## src/rtl/rpsd_pkg.sv

```systemverilog
package rpsd_pkg;

    typedef enum logic [1:0] {
        CMD_READ   = 2'd0,
        CMD_ANCHOR = 2'd1,
        CMD_CLEAR  = 2'd2
    } cmd_t;

    localparam logic [7:0]  NO_ADDR      = 8'hFF;
    localparam logic [31:0] U32_MAX      = 32'hFFFF_FFFF;
    localparam logic [31:0] BUDGET_RESET = 32'd1000000;

    // Per-request controls broadcast along the window cells
    typedef struct packed {
        logic rd;
        logic miss;
        logic full;
    } cell_ctrl_t;

endpackage

```

## src/rtl/rpsd_cell.sv

```systemverilog
module rpsd_cell #(
    parameter int IDX    = 0,
    parameter int FILL_W = 2
) (
    input  logic                    clk,
    input  rpsd_pkg::cell_ctrl_t    ctrl,
    input  logic [FILL_W-1:0]       fill,
    input  logic [7:0]              addr,
    input  logic                    hit_in,
    output logic                    hit_out
);

    logic [7:0] entry_reg;
    logic       entry_next;
    logic       active;

    assign active  = FILL_W'(IDX) < fill;
    assign hit_out = hit_in | (active && (entry_reg == addr));

    // append at the fill point, or restart the window in slot 0
    assign entry_next = ctrl.rd && ctrl.miss &&
                        ((fill == FILL_W'(IDX)) || (ctrl.full && (IDX == 0)));

    always_ff @(posedge clk)
    begin
        if (entry_next)
        begin
            entry_reg <= addr;
        end
    end

endmodule

```

## src/rtl/register_poll_spin_detector_unit.sv

```systemverilog
// Channel   Direction  Handshake            Payload
// request   in         in_valid / in_stall  cmd, addr, now_us, reset_busy
// result    out        out_valid/ out_stall trip_now, episode_reads, trip_total,
//                                           trip_reads, trip_addr
// config    in         cfg_wen              cfg_wdata (budget_us)
//
// One request per cycle unless stalled; each result appears the cycle after its
// request. The window compare chain, start-time select and elapsed-time compare
// are combinational. in_stall rises only while a result is held by out_stall.
// rst_n clears all control and statistics state at once; no clearing pass.
module register_poll_spin_detector_unit #(
    parameter int WINDOW_SLOTS = 3
) (
    input  logic        clk,
    input  logic        rst_n,
    input  logic        in_valid,
    output logic        in_stall,
    input  logic [1:0]  cmd,
    input  logic [7:0]  addr,
    input  logic [31:0] now_us,
    input  logic        reset_busy,
    output logic        out_valid,
    input  logic        out_stall,
    output logic        trip_now,
    output logic [31:0] episode_reads,
    output logic [31:0] trip_total,
    output logic [31:0] trip_reads,
    output logic [7:0]  trip_addr,
    input  logic        cfg_wen,
    input  logic [31:0] cfg_wdata
);

    localparam int FILL_W = $clog2(WINDOW_SLOTS + 1);

    logic [FILL_W-1:0] fill_reg, fill_next;
    logic [31:0]       count_reg, count_next;
    logic [31:0]       start_reg, start_next;
    logic              latched_reg, latched_next;
    logic [31:0]       trips_reg, trips_next;
    logic [31:0]       lreads_reg, lreads_next;
    logic [7:0]        laddr_reg, laddr_next;
    logic [31:0]       budget_reg;
    logic              out_valid_reg;
    logic              trip_now_reg, trip_now_next;

    logic                 accept;
    logic                 full;
    logic                 miss;
    logic [WINDOW_SLOTS:0] hit_chain;
    logic [31:0]          base_count;
    logic [31:0]          bumped_count;
    logic [31:0]          read_start;
    logic [31:0]          elapsed;
    logic                 over;
    rpsd_pkg::cell_ctrl_t ctrl;

    assign in_stall = out_valid_reg && out_stall;
    assign accept   = in_valid && !in_stall;

    assign full      = fill_reg == FILL_W'(WINDOW_SLOTS);
    assign miss      = !hit_chain[WINDOW_SLOTS];
    assign ctrl.rd   = accept && (cmd == rpsd_pkg::CMD_READ) && !reset_busy && !latched_reg;
    assign ctrl.miss = miss;
    assign ctrl.full = full;

    assign hit_chain[0] = 1'b0;

    for (genvar g = 0; g < WINDOW_SLOTS; g++)
    begin : g_cell
        rpsd_cell #(
            .IDX    (g),
            .FILL_W (FILL_W)
        ) u_cell (
            .clk     (clk),
            .ctrl    (ctrl),
            .fill    (fill_reg),
            .addr    (addr),
            .hit_in  (hit_chain[g]),
            .hit_out (hit_chain[g+1])
        );
    end

    assign base_count   = (miss && full) ? 32'd0 : count_reg;
    assign bumped_count = (base_count == rpsd_pkg::U32_MAX) ? base_count : base_count + 32'd1;
    assign read_start   = (miss && (full || (fill_reg == '0))) ? now_us : start_reg;
    assign elapsed      = now_us - read_start;
    assign over         = elapsed > budget_reg;

    always_comb
    begin
        fill_next     = fill_reg;
        count_next    = count_reg;
        start_next    = start_reg;
        latched_next  = latched_reg;
        trips_next    = trips_reg;
        lreads_next   = lreads_reg;
        laddr_next    = laddr_reg;
        trip_now_next = trip_now_reg;
        if (accept)
        begin
            trip_now_next = 1'b0;
            case (cmd)
                rpsd_pkg::CMD_READ:
                begin
                    if (ctrl.rd)
                    begin
                        if (miss)
                        begin
                            fill_next = full ? FILL_W'(1) : fill_reg + FILL_W'(1);
                        end
                        count_next = bumped_count;
                        start_next = read_start;
                        if (over)
                        begin
                            trip_now_next = 1'b1;
                            latched_next  = 1'b1;
                            trips_next    = (trips_reg == rpsd_pkg::U32_MAX) ?
                                            trips_reg : trips_reg + 32'd1;
                            lreads_next   = bumped_count;
                            laddr_next    = addr;
                        end
                    end
                end
                rpsd_pkg::CMD_ANCHOR:
                begin
                    fill_next    = '0;
                    count_next   = '0;
                    latched_next = 1'b0;
                    start_next   = now_us;
                end
                rpsd_pkg::CMD_CLEAR:
                begin
                    fill_next    = '0;
                    count_next   = '0;
                    latched_next = 1'b0;
                    start_next   = now_us;
                    trips_next   = '0;
                    lreads_next  = '0;
                    laddr_next   = rpsd_pkg::NO_ADDR;
                end
                default:
                begin
                    fill_next = fill_reg;
                end
            endcase
        end
    end

    always_ff @(posedge clk or negedge rst_n)
    begin
        if (!rst_n)
        begin
            fill_reg      <= '0;
            count_reg     <= '0;
            start_reg     <= '0;
            latched_reg   <= 1'b0;
            trips_reg     <= '0;
            lreads_reg    <= '0;
            laddr_reg     <= rpsd_pkg::NO_ADDR;
            budget_reg    <= rpsd_pkg::BUDGET_RESET;
            out_valid_reg <= 1'b0;
            trip_now_reg  <= 1'b0;
        end
        else
        begin
            fill_reg     <= fill_next;
            count_reg    <= count_next;
            start_reg    <= start_next;
            latched_reg  <= latched_next;
            trips_reg    <= trips_next;
            lreads_reg   <= lreads_next;
            laddr_reg    <= laddr_next;
            trip_now_reg <= trip_now_next;
            if (cfg_wen)
            begin
                budget_reg <= cfg_wdata;
            end
            if (accept)
            begin
                out_valid_reg <= 1'b1;
            end
            else if (!out_stall)
            begin
                out_valid_reg <= 1'b0;
            end
        end
    end

    // state only moves on an accepted request, so it doubles as the held result
    assign out_valid     = out_valid_reg;
    assign trip_now      = trip_now_reg;
    assign episode_reads = count_reg;
    assign trip_total    = trips_reg;
    assign trip_reads    = lreads_reg;
    assign trip_addr     = laddr_reg;

endmodule

```

## config.mk

```make
export PLATFORM = sky130hd
export DESIGN_NAME = register_poll_spin_detector_unit
export DESIGN_NICKNAME = d
export VERILOG_FILES = /design/src/rtl/rpsd_pkg.sv /design/src/rtl/rpsd_cell.sv /design/src/rtl/register_poll_spin_detector_unit.sv
export SDC_FILE = /design/constraint.sdc
export NUM_CORES = 1
export LEC_CHECK = 0
export BUFFER_PORTS_ARGS = -buffer_cell sky130_fd_sc_hd__buf_2
export CORE_MARGIN = 4
export CORE_UTILIZATION = 60
export DETAILED_ROUTE_END_ITERATION = 8
export PLACE_DENSITY = 0.93
export SETUP_SLACK_MARGIN = 0.05
export SLEW_MARGIN = 20
export SYNTH_ARGS = -nofsm -noshare
export SYNTH_HDL_FRONTEND = slang
export SYNTH_SLANG_ARGS = --single-unit
```

## constraint.sdc

```tcl
create_clock -name clk -period 11.05 [get_ports clk]
set_clock_uncertainty 0.1 [all_clocks]
set_input_delay 1.6575 -clock clk [delete_from_list [all_inputs] [get_ports clk]]
set_output_delay 1.6575 -clock clk [all_outputs]
set_load 0.005 [all_outputs]
```

==> qor.txt <==
fin. max-slew vios: 0
die width: 150 um
DR top layer: met5
Crit. End Element: flop
main flop type after synthesis: dfrtp_1
core footprint: 19,600 um^2
met3 wire len: 2230 um
Congestion Overflow GR: 0
dpl cells: 1,694
initial core utilization: 0.616
number of warning messages in the yosys log: 0
fin crit share: 0.789
Yosys reg bits: 197
H-tree depth: 4
Ports: 187
DR vias: 10,500
largest net degree at the start of global routing: 71
WHS: 0.387 ns
element type at the critical path start: primary input
asr flop ratio synth: 0.878
DRT Pass-1 Iters: 7
cell row count: 51
clock net sink count: 197
clk root buf: clkbuf_16
worst IR drop on VDD: 0.136 mV
syn_nets: 1,438
CTS tree: yes
Hold Buf Count CTS: 0
post-CTS sizing: 0
CP Max Fanout: 22
vias in the first global route: 10,400
most numerous cell in the Yosys netlist: nand2_1
area leader, netlist: dfrtp_1
post-DP HPWL: 22,600 um
gpl congestion: 0.943
TritonCTS buffer count: 17
fraction of layout cells with a size suffix above 1: 0.201
cell area after synthesis: 12,100 um^2
Max-Slew Margin vs Limit: 0.227
worst-skew pair later-pin latency: 0.44 ns
actual slew at the worst max-slew pin: 1.15 ns
Final min period: 8.72 ns
Die ar.: 22,400 um^2
area grow syn2layout: 14.3%
Post-Route WL: 31,500 um
Vias per Instance: 6.09
Wirelength per Cell: 18.2 um
chip height: 150 um
RSZ-0062 raised after global routing: false
Residual DRC: 0
CTS max path bufs: 2
fin cells: 1,730
HP Class: flop to flop
first-pass GRT wire length: 50,500 um
sequential cell area fraction in the yosys report: 0.420
met2 WL: 15,500 um
kind of critical path: primary input to flop
Port Buffers: 186
Worst EP arrival: 8.98 ns
gr usage total: 0.279
setup bufs post-CTS: 0
initial antenna violation count: 4
Clock transition at path regs: 0.08 ns
nets: 1,597
status: finished, final reports clean
Worst EP required: 11.31 ns
Synth cell types: 63
top cell type's share of synthesized area: 0.328
number of synthesized flops with an enable pin: 24
Final ANT Viol Nets: 0
Peak Freq: 115 MHz
Iter 0 DRT Violations: 616
Post-Synthesis Mean Instance Area: 9.36 um^2
final setup violation count: 0
maxcap violations: 0
total negative slack: 0 ns
Reg2Reg Setup Slack: 3.16 ns
routed metal-1 wirelength: 12,800 um
dominant cells by area after synthesis: dfrtp_1 33%, ha_1 7.2%, o21ai_0 6.0%, edfxtp_1 6.0%, nand2_1 5.2%
Cells after Synth: 1,289
most frequent cells after synthesis: 167 x nand2_1, 158 x dfrtp_1, 144 x o21ai_0
pwr/cell area: 200 nW/um^2
leak pwr: 0.00654 uW
Final Hold Viols: 0
where the power goes:
group,switching [uW],internal (uW),leakage (uW)
sequential,65.2,837,0.00239
combinational,688,549,0.00388
clock,315,303,0.000275
through the flow:
step,total power [uW],area [um^2],setup WS (ns),util
final,2760,13800,2.33,0.704
after floorplan,1810,12100,2.96,-
after global routing,2930,13800,1.69,0.704
after global placement,2050,13200,2.17,0.674
after CTS,2740,13800,2.37,0.704
after detailed placement,2120,13200,1.95,0.674
final cells by class:
| class | instances | area (um^2) |
|---|---|---|
| fillers | 1486 | 5800 |
| repair buffers | 197 | 1020 |
| diodes | 4 | 10.0 |
| multi-input cells | 977 | 6570 |
| clock inverters | 15 | 155 |
| flip-flops and latches | 197 | 5070 |
| well taps | 265 | 332 |
| inverters | 58 | 218 |
| clock buffers | 17 | 425 |
cells in the final DEF (no fill, tap or decap), drive strengths merged, types with 5 or more instances in the layout:
cell type,count
dfrtp,158
o31ai,18
mux2,32
a21o,46
a21oi,47
nand4,24
and2,21
nand2,167
ha,69
inv,66
a31oi,9
nor4,5
nand3,36
a22o,12
o21bai,5
buf,197
clkbuf,17
and4,11
edfxtp,24
o21ai,152
maj3,5
o21a,5
nor2b,12
a32o,11
or2,7
nor3,14
xnor2,46
a22oi,6
mux2i,37
or3,9
and3,30
xor2,39
nand2b,13
dfstp,15
nor2,49
layer usage:
metal / GRT usage / vias up
li1: - / 4937
met1: 0.359 / 5094
met2: 0.472 / 416
met3: 0.0485 / 81
met4: 0.105 / 4
met5: 0 / -
cell families after synthesis:
logic type               Yosys count  share of synthesized area
XOR/XNOR                          85                     0.0617
AO/OA/AOI/OAI                    341                      0.180
flip-flops                       197                      0.420
AND/OR/NAND/NOR                  408                      0.166
buffers and inverters            115                     0.0363
adder cells (fa/ha/maj)           74                     0.0757
multiplexers                      69                     0.0606
worst max-delay path, stage by stage:
cell	delay [ns]
buf_2	0.16
xor2_1	0.15
nor4_1	0.45
and3_1	0.26
or3_2	0.47
buf_4	0.44
mux2i_1	0.23
ha_1	0.32
a21o_1	0.21
a21o_1	0.16
a21o_1	0.18
a221oi_1	0.29
o21ai_0	0.15
a21o_1	0.21
nor2_1	0.08
o21bai_1	0.08
a311oi_1	0.32
mux2i_1	0.12
a211o_1	0.27
ha_1	0.29
nand4_1	0.13
nor4_1	0.38
nor2b_1	0.09
a311oi_1	0.34
nand3_1	0.64
nand2b_1	0.59
o21ai_0	0.27
worst paths after layout:
path	cells after the start	start	end
setup reg to reg	28	fill_reg[1]	trip_reads[17]
hold reg to reg	2	trip_reads[8]	trip_reads[8]
max in group asynchronous	2	rst_n	episode_reads[1]
min in group asynchronous	1	rst_n	start_reg[13]
setup / recovery	27	addr[4]	trip_reads[17]
hold / removal	2	trip_reads[8]	trip_reads[8]
No activity file was read; power rests on OpenSTA's default activity.
